File: src/rtl/pat_pkg.sv
// shared types and constants of the page access trace generator
package pat_pkg;

    localparam int APB_ADDR_W = 6;
    localparam int APB_DATA_W = 64;
    localparam int REM_W      = 21;

    localparam logic [63:0] LCG_MUL = 64'h5851_F42D_4C95_7F2D;
    localparam logic [63:0] LCG_ADD = 64'h1405_7B7E_F767_814F;

    localparam logic [REM_W-1:0] PICK_MOD  = 21'd100;
    localparam logic [6:0]       WP_LIMIT  = 7'd100;

    // powers of two modulo 100 and a reciprocal of 100, used to fold the write pick
    localparam logic [63:0] RES_2P16  = 64'd36;
    localparam logic [63:0] RES_2P32  = 64'd96;
    localparam logic [63:0] RES_2P48  = 64'd56;
    localparam logic [63:0] RES_2P10  = 64'd24;
    localparam logic [63:0] RCP_100   = 64'd1311;
    localparam int          RCP_SHIFT = 17;
    localparam logic [63:0] NEG_100   = 64'd0 - 64'd100;

    localparam logic        RST_RANDOM_MODE   = 1'b0;
    localparam logic [20:0] RST_PAGE_TOTAL    = 21'd16;
    localparam logic [31:0] RST_RUN_LENGTH    = 32'd1000;
    localparam logic [63:0] RST_SEED_VALUE    = 64'd1;
    localparam logic [63:0] RST_BASE_ADDR     = 64'd4096;
    localparam logic [6:0]  RST_WRITE_PERCENT = 7'd20;

    typedef enum logic [2:0] {
        REG_RANDOM_MODE   = 3'd0,
        REG_PAGE_TOTAL    = 3'd1,
        REG_RUN_LENGTH    = 3'd2,
        REG_SEED_VALUE    = 3'd3,
        REG_BASE_ADDR     = 3'd4,
        REG_WRITE_PERCENT = 3'd5
    } t_reg_idx;

    typedef struct packed {
        logic        random_mode;
        logic [20:0] page_total;
        logic [31:0] run_length;
        logic [63:0] seed_value;
        logic [63:0] base_addr;
        logic [6:0]  write_percent;
    } t_cfg;

    // operands of the shared multiply-accumulate / remainder unit
    typedef struct packed {
        logic [63:0]      acc;
        logic [63:0]      mul_a;
        logic [15:0]      digit;
        logic [1:0]       sel;
        logic [REM_W-1:0] rem;
        logic             rem_bit;
        logic [REM_W-1:0] divisor;
    } t_unit_req;

    typedef struct packed {
        logic [63:0]      acc;
        logic             carry;
        logic [REM_W-1:0] rem;
    } t_unit_rsp;

endpackage

File: src/rtl/pat_if.sv
// request and access channel interfaces
interface pat_req_if;
    logic valid;
    logic ready;
    logic restart;

    modport source (output valid, output restart, input ready);
    modport sink   (input valid, input restart, output ready);
endinterface

interface pat_acc_if;
    logic        valid;
    logic        ready;
    logic        is_write;
    logic [63:0] access_address;
    logic [31:0] access_number;
    logic        last;
    logic        done_res;
    logic        config_error;

    modport source (output valid, output is_write, output access_address,
                    output access_number, output last, output done_res,
                    output config_error, input ready);
    modport sink   (input valid, input is_write, input access_address,
                    input access_number, input last, input done_res,
                    input config_error, output ready);
endinterface

File: src/rtl/pat_cfg_regs.sv
// apb configuration register file
module pat_cfg_regs (
    input  logic                           i_clk,
    input  logic                           i_rst_n,
    input  logic                           psel,
    input  logic                           penable,
    input  logic                           pwrite,
    input  logic [pat_pkg::APB_ADDR_W-1:0] paddr,
    input  logic [pat_pkg::APB_DATA_W-1:0] pwdata,
    output logic [pat_pkg::APB_DATA_W-1:0] prdata,
    output logic                           pready,
    output pat_pkg::t_cfg                  o_cfg
);
    import pat_pkg::*;

    t_cfg     r_cfg;
    t_reg_idx reg_idx;
    logic     wr_en;

    assign reg_idx = t_reg_idx'(paddr[APB_ADDR_W-1:3]);
    assign wr_en   = psel && penable && pwrite;
    assign pready  = 1'b1;
    assign o_cfg   = r_cfg;

    always_ff @(posedge i_clk) begin
        if (!i_rst_n) begin
            r_cfg.random_mode   <= RST_RANDOM_MODE;
            r_cfg.page_total    <= RST_PAGE_TOTAL;
            r_cfg.run_length    <= RST_RUN_LENGTH;
            r_cfg.seed_value    <= RST_SEED_VALUE;
            r_cfg.base_addr     <= RST_BASE_ADDR;
            r_cfg.write_percent <= RST_WRITE_PERCENT;
        end else if (wr_en) begin
            unique case (reg_idx)
                REG_RANDOM_MODE:   r_cfg.random_mode   <= pwdata[0];
                REG_PAGE_TOTAL:    r_cfg.page_total    <= pwdata[20:0];
                REG_RUN_LENGTH:    r_cfg.run_length    <= pwdata[31:0];
                REG_SEED_VALUE:    r_cfg.seed_value    <= pwdata;
                REG_BASE_ADDR:     r_cfg.base_addr     <= pwdata;
                REG_WRITE_PERCENT: r_cfg.write_percent <= pwdata[6:0];
                default: ;
            endcase
        end
    end

    always_comb begin
        unique case (reg_idx)
            REG_RANDOM_MODE:   prdata = {63'b0, r_cfg.random_mode};
            REG_PAGE_TOTAL:    prdata = {43'b0, r_cfg.page_total};
            REG_RUN_LENGTH:    prdata = {32'b0, r_cfg.run_length};
            REG_SEED_VALUE:    prdata = r_cfg.seed_value;
            REG_BASE_ADDR:     prdata = r_cfg.base_addr;
            REG_WRITE_PERCENT: prdata = {57'b0, r_cfg.write_percent};
            default:           prdata = '0;
        endcase
    end

endmodule

File: src/rtl/pat_unit.sv
// shared 64x16 multiply-accumulate and one-bit remainder step
module pat_unit (
    input  pat_pkg::t_unit_req i_req,
    output pat_pkg::t_unit_rsp o_rsp
);
    import pat_pkg::*;

    logic [63:0]    prod;
    logic [63:0]    shifted;
    logic [64:0]    sum;
    logic [REM_W:0] trial;
    logic [REM_W:0] diff;
    logic           ge;

    // acc + (a * digit) << 16*sel, low 64 bits plus carry out
    assign prod    = i_req.mul_a * {48'b0, i_req.digit};
    assign shifted = prod << {i_req.sel, 4'b0};
    assign sum     = {1'b0, i_req.acc} + {1'b0, shifted};

    // restoring remainder step, one dividend bit
    assign trial = {i_req.rem, i_req.rem_bit};
    assign diff  = trial - {1'b0, i_req.divisor};
    assign ge    = trial >= {1'b0, i_req.divisor};

    assign o_rsp.acc   = sum[63:0];
    assign o_rsp.carry = sum[64];
    assign o_rsp.rem   = ge ? diff[REM_W-1:0] : trial[REM_W-1:0];

endmodule

File: src/rtl/pat_seq.sv
// sequencer: range check, lcg draws, remainders, address and result register
module pat_seq #(
    parameter int PAGE_BYTES      = 4096,
    parameter int PAGE_COUNT_BITS = 20
) (
    input  logic               i_clk,
    input  logic               i_rst_n,
    input  pat_pkg::t_cfg      i_cfg,
    output pat_pkg::t_unit_req o_unit_req,
    input  pat_pkg::t_unit_rsp i_unit_rsp,
    pat_req_if.sink            i_req,
    pat_acc_if.source          o_acc
);
    import pat_pkg::*;

    localparam logic [63:0] PB64 = 64'(PAGE_BYTES);
    localparam logic [32:0] CAP  = 33'd1 << PAGE_COUNT_BITS;

    // steps of the modulo-100 fold of the second draw
    localparam logic [5:0] M100_QUO  = 6'd5;
    localparam logic [5:0] M100_LAST = 6'd6;

    typedef enum logic [3:0] {
        S_IDLE, S_CHK0, S_CHK1, S_DECIDE, S_LCG, S_DIV, S_M100, S_ADR0, S_ADR1, S_OUT
    } t_state;

    t_state           r_state;
    logic [5:0]       r_cnt;
    logic             r_draw2;
    logic [63:0]      r_rng;
    logic [31:0]      r_idx;
    logic [63:0]      r_acc;
    logic [15:0]      r_quo;
    logic             r_ovf;
    logic [63:0]      r_dvd;
    logic [REM_W-1:0] r_rem;
    logic [20:0]      r_page;
    logic             r_wr;
    logic             r_bad;
    logic             r_done;

    logic             r_out_vld;
    logic             r_o_write;
    logic [63:0]      r_o_addr;
    logic [31:0]      r_o_num;
    logic             r_o_last;
    logic             r_o_done;
    logic             r_o_err;

    logic [20:0] pages;
    logic [20:0] pm1;
    logic        bad_cfg;
    logic        out_free;
    logic        normal;
    logic        out_load;

    // page total saturates at 2^PAGE_COUNT_BITS
    assign pages   = ({12'b0, i_cfg.page_total} > CAP) ? CAP[20:0] : i_cfg.page_total;
    assign pm1     = pages - 21'd1;
    assign bad_cfg = (pages == 21'd0) || (i_cfg.run_length == 32'd0) ||
                     (i_cfg.write_percent > WP_LIMIT) || r_ovf;
    assign out_free = !r_out_vld || o_acc.ready;
    assign normal   = !r_bad && !r_done;
    assign out_load = (r_state == S_OUT) && out_free;

    always_comb begin
        o_unit_req.acc     = r_acc;
        o_unit_req.mul_a   = PB64;
        o_unit_req.digit   = '0;
        o_unit_req.sel     = 2'd0;
        o_unit_req.rem     = r_rem;
        o_unit_req.rem_bit = r_dvd[63];
        o_unit_req.divisor = pages;
        unique case (r_state)
            S_CHK0: begin
                o_unit_req.acc   = i_cfg.base_addr;
                o_unit_req.digit = pm1[15:0];
            end
            S_CHK1: begin
                o_unit_req.digit = {11'b0, pm1[20:16]};
                o_unit_req.sel   = 2'd1;
            end
            S_LCG: begin
                o_unit_req.acc   = (r_cnt[1:0] == 2'd0) ? LCG_ADD : r_acc;
                o_unit_req.mul_a = LCG_MUL;
                o_unit_req.digit = r_rng[{r_cnt[1:0], 4'b0} +: 16];
                o_unit_req.sel   = r_cnt[1:0];
            end
            S_M100: begin
                // fold 16-bit digits by their residues, then a reciprocal divide
                unique case (r_cnt[2:0])
                    3'd0: begin
                        o_unit_req.acc   = {48'b0, r_rng[15:0]};
                        o_unit_req.mul_a = RES_2P16;
                        o_unit_req.digit = r_rng[31:16];
                    end
                    3'd1: begin
                        o_unit_req.mul_a = RES_2P32;
                        o_unit_req.digit = r_rng[47:32];
                    end
                    3'd2: begin
                        o_unit_req.mul_a = RES_2P48;
                        o_unit_req.digit = r_rng[63:48];
                    end
                    3'd3: begin
                        o_unit_req.acc   = {48'b0, r_acc[15:0]};
                        o_unit_req.mul_a = RES_2P16;
                        o_unit_req.digit = {8'b0, r_acc[23:16]};
                    end
                    3'd4: begin
                        o_unit_req.acc   = {54'b0, r_acc[9:0]};
                        o_unit_req.mul_a = RES_2P10;
                        o_unit_req.digit = {9'b0, r_acc[16:10]};
                    end
                    3'd5: begin
                        o_unit_req.acc   = '0;
                        o_unit_req.mul_a = RCP_100;
                        o_unit_req.digit = r_acc[15:0];
                    end
                    3'd6: begin
                        o_unit_req.mul_a = NEG_100;
                        o_unit_req.digit = r_quo;
                    end
                    default: ;
                endcase
            end
            S_ADR0: begin
                o_unit_req.acc   = i_cfg.base_addr;
                o_unit_req.digit = r_page[15:0];
            end
            S_ADR1: begin
                o_unit_req.digit = {11'b0, r_page[20:16]};
                o_unit_req.sel   = 2'd1;
            end
            default: ;
        endcase
    end

    always_ff @(posedge i_clk) begin
        if (!i_rst_n) begin
            r_state   <= S_IDLE;
            r_out_vld <= 1'b0;
            r_rng     <= RST_SEED_VALUE;
            r_idx     <= '0;
            r_cnt     <= '0;
            r_draw2   <= 1'b0;
        end else begin
            if (out_load) begin
                r_out_vld <= 1'b1;
            end else if (r_out_vld && o_acc.ready) begin
                r_out_vld <= 1'b0;
            end
            unique case (r_state)
                S_IDLE: begin
                    if (i_req.valid) begin
                        if (i_req.restart) begin
                            r_rng <= i_cfg.seed_value;
                            r_idx <= '0;
                        end
                        r_state <= S_CHK0;
                    end
                end
                S_CHK0: begin
                    r_acc   <= i_unit_rsp.acc;
                    r_ovf   <= i_unit_rsp.carry;
                    r_state <= S_CHK1;
                end
                S_CHK1: begin
                    r_ovf   <= r_ovf | i_unit_rsp.carry;
                    r_state <= S_DECIDE;
                end
                S_DECIDE: begin
                    r_bad   <= bad_cfg;
                    r_done  <= !bad_cfg && (r_idx >= i_cfg.run_length);
                    r_draw2 <= 1'b0;
                    r_rem   <= '0;
                    if (bad_cfg || (r_idx >= i_cfg.run_length)) begin
                        r_state <= S_OUT;
                    end else if (i_cfg.random_mode) begin
                        r_cnt   <= '0;
                        r_state <= S_LCG;
                    end else begin
                        // index is only 32 bits wide: 32 remainder steps
                        r_dvd   <= {r_idx, 32'b0};
                        r_cnt   <= 6'd31;
                        r_state <= S_DIV;
                    end
                end
                S_LCG: begin
                    r_acc <= i_unit_rsp.acc;
                    if (r_cnt[1:0] == 2'd3) begin
                        r_rng <= i_unit_rsp.acc;
                        if (r_draw2) begin
                            r_cnt   <= '0;
                            r_state <= S_M100;
                        end else begin
                            r_dvd   <= i_unit_rsp.acc;
                            r_rem   <= '0;
                            r_cnt   <= 6'd63;
                            r_state <= S_DIV;
                        end
                    end else begin
                        r_cnt <= r_cnt + 6'd1;
                    end
                end
                S_DIV: begin
                    r_rem <= i_unit_rsp.rem;
                    r_dvd <= {r_dvd[62:0], 1'b0};
                    if (r_cnt == 6'd0) begin
                        r_page  <= i_unit_rsp.rem[20:0];
                        r_draw2 <= 1'b1;
                        r_cnt   <= '0;
                        r_state <= S_LCG;
                    end else begin
                        r_cnt <= r_cnt - 6'd1;
                    end
                end
                S_M100: begin
                    if (r_cnt == M100_QUO) begin
                        r_quo <= i_unit_rsp.acc[RCP_SHIFT +: 16];
                    end else begin
                        r_acc <= i_unit_rsp.acc;
                    end
                    if (r_cnt == M100_LAST) begin
                        r_wr    <= i_unit_rsp.acc[6:0] < i_cfg.write_percent;
                        r_state <= S_ADR0;
                    end else begin
                        r_cnt <= r_cnt + 6'd1;
                    end
                end
                S_ADR0: begin
                    r_acc   <= i_unit_rsp.acc;
                    r_state <= S_ADR1;
                end
                S_ADR1: begin
                    r_acc   <= i_unit_rsp.acc;
                    r_state <= S_OUT;
                end
                S_OUT: begin
                    if (out_free) begin
                        r_o_num   <= r_idx;
                        r_o_err   <= r_bad;
                        r_o_done  <= r_done;
                        if (normal) begin
                            r_o_write <= r_wr;
                            r_o_addr  <= r_acc;
                            r_o_last  <= r_idx == (i_cfg.run_length - 32'd1);
                            r_idx     <= r_idx + 32'd1;
                        end else begin
                            r_o_write <= 1'b0;
                            r_o_addr  <= '0;
                            r_o_last  <= 1'b0;
                        end
                        r_state <= S_IDLE;
                    end
                end
                default: r_state <= S_IDLE;
            endcase
        end
    end

    assign i_req.ready          = (r_state == S_IDLE);
    assign o_acc.valid          = r_out_vld;
    assign o_acc.is_write       = r_o_write;
    assign o_acc.access_address = r_o_addr;
    assign o_acc.access_number  = r_o_num;
    assign o_acc.last           = r_o_last;
    assign o_acc.done_res       = r_o_done;
    assign o_acc.config_error   = r_o_err;

endmodule

File: src/rtl/page_access_trace_generator_top.sv
// top level of the page access trace generator
//
//  channel  | dir | handshake         | payload
//  ---------+-----+-------------------+-------------------------------------------
//  i_req    | in  | valid/ready       | restart
//  o_acc    | out | valid/ready       | is_write, access_address, access_number,
//           |     |                   | last, done_res, config_error
//  apb      | in  | psel/penable      | paddr, pwdata, prdata (64-bit registers)
//
// one request transfer at a time; ready is high only while the sequencer is idle
// range check, one-bit remainder steps for the page (32 in sequential page order,
// 64 in random order after a first lcg draw), four lcg multiply steps per draw,
// seven fold steps for the write pick, address; an unusable config or exhausted
// run skips to the result register; the next request is taken once it is loaded
// a full result register stalls the sequencer at its last step until the transfer
// synchronous active-low reset restores the register defaults, rng state 1, index 0
module page_access_trace_generator_top #(
    parameter int PAGE_BYTES      = 4096,
    parameter int PAGE_COUNT_BITS = 20
) (
    input  logic                           i_clk,
    input  logic                           i_rst_n,
    pat_req_if.sink                        i_req,
    pat_acc_if.source                      o_acc,
    input  logic                           psel,
    input  logic                           penable,
    input  logic                           pwrite,
    input  logic [pat_pkg::APB_ADDR_W-1:0] paddr,
    input  logic [pat_pkg::APB_DATA_W-1:0] pwdata,
    output logic [pat_pkg::APB_DATA_W-1:0] prdata,
    output logic                           pready
);
    import pat_pkg::*;

    // configuration as seen by the sequencer
    t_cfg      cfg;
    // operands and results of the shared arithmetic unit
    t_unit_req unit_req;
    t_unit_rsp unit_rsp;

    // register file, written during apb access phase
    pat_cfg_regs u_cfg_regs (
        .i_clk   (i_clk),
        .i_rst_n (i_rst_n),
        .psel    (psel),
        .penable (penable),
        .pwrite  (pwrite),
        .paddr   (paddr),
        .pwdata  (pwdata),
        .prdata  (prdata),
        .pready  (pready),
        .o_cfg   (cfg)
    );

    // multiply-accumulate for lcg, range check, address and modulo-100 fold;
    // remainder steps for the page
    pat_unit u_unit (
        .i_req (unit_req),
        .o_rsp (unit_rsp)
    );

    // control sequence and result register
    pat_seq #(
        .PAGE_BYTES      (PAGE_BYTES),
        .PAGE_COUNT_BITS (PAGE_COUNT_BITS)
    ) u_seq (
        .i_clk      (i_clk),
        .i_rst_n    (i_rst_n),
        .i_cfg      (cfg),
        .o_unit_req (unit_req),
        .i_unit_rsp (unit_rsp),
        .i_req      (i_req),
        .o_acc      (o_acc)
    );

endmodule
File: src/flat_wrapper.sv
// flat-port wrapper written by rule: the top's interface ports become plain ports
module page_access_trace_generator_top_flat import pat_pkg::*;
#(
    parameter int PAGE_BYTES      = 4096,
    parameter int PAGE_COUNT_BITS = 20
)
  (i_clk, i_rst_n, psel, penable, pwrite, paddr, pwdata, prdata, pready, i_req_valid, i_req_restart, i_req_ready, o_acc_valid, o_acc_is_write, o_acc_access_address, o_acc_access_number, o_acc_last, o_acc_done_res, o_acc_config_error, o_acc_ready);
  pat_req_if i_req_i ();
  pat_acc_if o_acc_i ();
  input  logic i_clk;
  input  logic i_rst_n;
  input  logic psel;
  input  logic penable;
  input  logic pwrite;
  input  logic [pat_pkg::APB_ADDR_W-1:0] paddr;
  input  logic [pat_pkg::APB_DATA_W-1:0] pwdata;
  output logic [pat_pkg::APB_DATA_W-1:0] prdata;
  output logic pready;
  input wire logic [$bits(i_req_i.valid)-1:0] i_req_valid;
  input wire logic [$bits(i_req_i.restart)-1:0] i_req_restart;
  output wire logic [$bits(i_req_i.ready)-1:0] i_req_ready;
  output wire logic [$bits(o_acc_i.valid)-1:0] o_acc_valid;
  output wire logic [$bits(o_acc_i.is_write)-1:0] o_acc_is_write;
  output wire logic [$bits(o_acc_i.access_address)-1:0] o_acc_access_address;
  output wire logic [$bits(o_acc_i.access_number)-1:0] o_acc_access_number;
  output wire logic [$bits(o_acc_i.last)-1:0] o_acc_last;
  output wire logic [$bits(o_acc_i.done_res)-1:0] o_acc_done_res;
  output wire logic [$bits(o_acc_i.config_error)-1:0] o_acc_config_error;
  input wire logic [$bits(o_acc_i.ready)-1:0] o_acc_ready;
  assign i_req_i.valid = i_req_valid;
  assign i_req_i.restart = i_req_restart;
  assign i_req_ready = i_req_i.ready;
  assign o_acc_valid = o_acc_i.valid;
  assign o_acc_is_write = o_acc_i.is_write;
  assign o_acc_access_address = o_acc_i.access_address;
  assign o_acc_access_number = o_acc_i.access_number;
  assign o_acc_last = o_acc_i.last;
  assign o_acc_done_res = o_acc_i.done_res;
  assign o_acc_config_error = o_acc_i.config_error;
  assign o_acc_i.ready = o_acc_ready;
  page_access_trace_generator_top #(.PAGE_BYTES(PAGE_BYTES), .PAGE_COUNT_BITS(PAGE_COUNT_BITS)) u_core (.i_clk(i_clk), .i_rst_n(i_rst_n), .i_req(i_req_i), .o_acc(o_acc_i), .psel(psel), .penable(penable), .pwrite(pwrite), .paddr(paddr), .pwdata(pwdata), .prdata(prdata), .pready(pready));
endmodule
File: config.mk
export PLATFORM = sky130hd
export DESIGN_NAME = page_access_trace_generator_top_flat
export DESIGN_NICKNAME = d
export VERILOG_FILES = /design/src/rtl/pat_pkg.sv /design/src/rtl/pat_if.sv /design/src/rtl/pat_cfg_regs.sv /design/src/rtl/pat_unit.sv /design/src/rtl/pat_seq.sv /design/src/rtl/page_access_trace_generator_top.sv /design/src/flat_wrapper.sv
export SDC_FILE = /design/constraint.sdc
export NUM_CORES = 2
export LEC_CHECK = 0
export ABC_AREA = 1
export BUFFER_PORTS_ARGS = -buffer_cell sky130_fd_sc_hd__buf_2
export CELL_PAD_IN_SITES_DETAIL_PLACEMENT = 1
export CELL_PAD_IN_SITES_GLOBAL_PLACEMENT = 2
export CORE_MARGIN = 5
export CORE_UTILIZATION = 39
export CTS_CLUSTER_DIAMETER = 30
export DETAILED_ROUTE_END_ITERATION = 6
export GPL_ROUTABILITY_DRIVEN = 0
export HOLD_SLACK_MARGIN = 0.1
export PLACE_DENSITY_LB_ADDON = 0.1
export SETUP_SLACK_MARGIN = 0.3
export SLEW_MARGIN = 20
export SYNTH_ARGS = -nofsm -noshare
export SYNTH_HDL_FRONTEND = slang
export SYNTH_SLANG_ARGS = --single-unit
File: constraint.sdc
create_clock -name i_clk -period 12.9 [get_ports i_clk]
set_clock_uncertainty 0.1 [all_clocks]
set_input_delay 0.645 -clock i_clk [delete_from_list [all_inputs] [get_ports i_clk]]
set_output_delay 0.645 -clock i_clk [all_outputs]
set_load 0.05 [all_outputs]
==> results.ini <==
[yosys]
synthCells = 6736
synth_area_leaders = fa_1 22%, edfxtp_1 16%, dfxtp_1 11%, inv_1 8.6%, nand2_1 6.7%
ys_seq_area_frac = 0.2717
avgSynthCellArea_sq_um = 8.008
netlist_area_sq_um = 53940
ys_ff_latch = 587
synth_top_area_cell = fa_1
ys_warn_count = 0
async_flop_share = 0
synth_top_area_share = 0.2178
synth-edff-count = 290
synth_fp_nets = 7634
yosysUniqueCellTypes = 65
synth_ff_type = dfxtp_1

[finish]
design_area_sq_um = 63690
syn_to_final_growth_pct = 18.06
drive_above_1_share = 0.1091
seqCellArea_sq_um = 14660
finalCoreUtilization = 0.4632
nFillCells = 16530
nets = 8001
multi_input_comb_area_sq_um = 34030

[die]
die_x_microns = 381.9
io_pins = 245
die_h_microns = 381.9
start_util = 0.3923
core_sq_um = 137500
die_area_sq_um = 145900
rows = 136

[power_and_ir_drop]
leakagePower_nw = 28.77
irDropWorstVdd_mv = 0.1094
p_per_area_nw_per_um2 = 125.5

[worst_setup_path]
cp_slowest_cell = fa_2
worstSetupStartpoint = u_core.u_seq.r_cnt[0]$_SDFFE_PN0P_
crit_type = reg -> reg
cp-start-kind = register
timing.rr.start = u_core.u_seq.r_cnt[0]$_SDFFE_PN0P_
crit_required_ps = 13280
worstPathArrival_ps = 12550
crit_fanout = 16
worstSetupEndpointType = register
critPathMaxStageDelay_ps = 690

[min_path]
hold_path.class = in -> reg
hp-start = pwdata[28]

[run]
maxCapViolations = 0

[global_routing]
antenna_found_initial = 10
overflow = 0
grt.total_usage = 0.3318
grt_pass1_wl_mm = 357.7
grt_util_met1 = 0.4630
grtUsageMet2 = 0.5178
use_met3 = 0.05966
grt_pass1_vias = 52510
grt_busiest_layer = met2
grt_max_degree = 104

[timing]
setup_viol = 0
fin_crit_ps = 12170
fin_crit_sh = 0.9436
fmax_mhz = 82.16
tightestPinTransition_ps = 1091
drv_slew = 0
rsz0062_at_grt = true
max_slew_margin = 0.2726
finalHoldViolCount = 0
holdWs_ps = 139.4
tns_ps = 0

[cts]
clk_pin_slew_worst_paths_ps = 40
clock_path_buffers = 3
h-tree-depth = 4
cts_tree = done
cts_inserted_buffers = 153
cts_sinks = 587
cts_root_buf = clkbuf_16
clock_latency_ps = 780
postCtsSetupRepairBufs = 0

[drt]
ant_nets = 0
drc_errors = 0
via_count = 50990
wirelength_mm = 247.5
wl_per_cell_microns = 27.41
drtPass1Iterations = 5
drt_iter0_drc = 4807
avgViaCountPerCell = 5.647

[place]
dpl.hpwl_mm = 204.0
post_dp_cell_area_sq_um = 57750
port_buffers = 240

[status]
status = complete, no violations

## layer usage
| layer | share of wire | up-vias |
|---|---|---|
| li1 | - | 22600 |
| met5 | 0.00016 | - |
| met2 | 0.45 | 2048 |
| met1 | 0.44 | 25920 |
| met4 | 0.041 | 6 |
| met3 | 0.074 | 413 |
## layout by cell type, fill, tap and decap left out, drive strengths merged, types with 42 or more instances in the layout
master / Yosys / layout
clkbuf: 161 / 213
o221ai: 48 / 48
nor3: 83 / 83
or2: 42 / 42
clkinv: 10 / 54
o211ai: 62 / 62
nand3: 209 / 209
fa: 587 / 587
dfxtp: 297 / 297
a31oi: 52 / 52
a21oi: 538 / 538
edfxtp: 290 / 290
o21ai: 526 / 526
a221oi: 44 / 44
inv: 1261 / 1272
dlygate4sd3: 0 / 42
nand4: 47 / 47
ha: 233 / 233
nor2: 828 / 828
xnor2: 49 / 49
nand2: 979 / 979
xor2: 120 / 120
buf: 45 / 376
## worst max-delay path: cells and delay by family (launching register included)
| family | cells | cell delay (ps) |
|---|---|---|
| AOI/OAI and AO/OA | 9 | 2920 |
| DFF | 1 | 420 |
| and+or+nand+nor | 14 | 2300 |
| buffers and inverters | 10 | 1490 |
| xor gates and xnor gates | 1 | 200 |
| adders and majority gates | 9 | 4400 |
## state kept, by name, indices dropped and copies added, names as in the netlist
register	cells
u_core.u_seq.r_ovf	1
u_core.u_seq.r_wr	1
u_core.u_seq.o_acc.access_number	32
u_core.u_seq.r_idx	32
u_core.u_seq.r_cnt	6
u_core.u_seq.r_acc	64
u_core.u_seq.r_dvd	64
u_core.u_seq.r_state	4
u_core.u_cfg_regs.o_cfg	189
u_core.u_seq.o_acc.is_write	1
u_core.u_seq.r_draw2	1
u_core.u_seq.o_acc.done_res	1
u_core.u_seq.r_quo	16
u_core.u_seq.r_rng	64
u_core.u_seq.o_acc.config_error	1
u_core.u_seq.r_bad	1
u_core.u_seq.r_done	1
u_core.u_seq.r_page	21
u_core.u_seq.o_acc.access_address	64
u_core.u_seq.o_acc.valid	1
u_core.u_seq.r_rem	21
u_core.u_seq.o_acc.last	1
## final timing paths
check / end / slack (ps) / cells after the start
worst min register to register: u_core.u_seq.o_acc.config_error$_DFFE_PP_ / 390 / 0
worst max register to register: u_core.u_seq.r_dvd[45]$_DFFE_PP_ / 730 / 43
worst min-delay path: u_core.u_cfg_regs.o_cfg[99]$_SDFFE_PN0P_ / 140 / 3
worst max-delay path: u_core.u_seq.r_dvd[45]$_DFFE_PP_ / 730 / 43
## cells by family (layout without fill, tap and decap cells)
logic type | count (synthesis) | after routing | share of synthesized area
adders and majority gates | 820 | 820 | 0.2719
and+or+nand+nor | 2236 | 2236 | 0.1719
muxes | 3 | 3 | 0.0005567
AOI/OAI and AO/OA | 1443 | 1443 | 0.1529
buffers and inverters | 1477 | 1975 | 0.1035
other | 1 | 2 | 0.00006952
DFF | 587 | 587 | 0.2717
xor gates and xnor gates | 169 | 169 | 0.02744
## area by class of cell
class,count,area share
Sequential cell,587,0.2301
Multi-Input combinational cell,4672,0.5343
Inverter,1271,0.07499
Clock buffer,213,0.06947
Antenna cell,1,0.00003929
Timing Repair Buffer,418,0.04159
Tap cell,1794,0.03525
Clock inverter,73,0.01428
## cell usage after synthesis (74+ instances only)
master    number
clkbuf_1     161
xor2_1       120
o21ai_0      515
a21oi_1      538
nand3_1      207
fa_1         587
inv_1       1238
edfxtp_1     290
nand2_1      964
nor3_1        74
ha_1         233
dfxtp_1      297
nor2_1       821
## where the power goes
group | switching, mW | internal, mW
sequential | 0.100 | 2.12
combinational | 1.38 | 0.473
clock | 1.28 | 2.64
total | 2.76 | 5.23
## stage by stage
step	total power, mW	std cells	worst slack, ps
floorplan	3.200	6736	2575
global placement	3.972	8700	490.7
detailed placement	3.987	8700	494.6
CTS	7.937	9028	426.1
global route	8.223	9028	227.4
finish	7.992	9029	727.9
## timing repair
| item | CTS | global route |
|---|---|---|
| endpoints found under the hold margin | 63 | 0 |
| setup endpoints to repair | 0 | 83 |
| gates resized for setup | 0 | 55 |
| hold buffers | 42 | 0 |
Power figures use the tool's default switching activity.
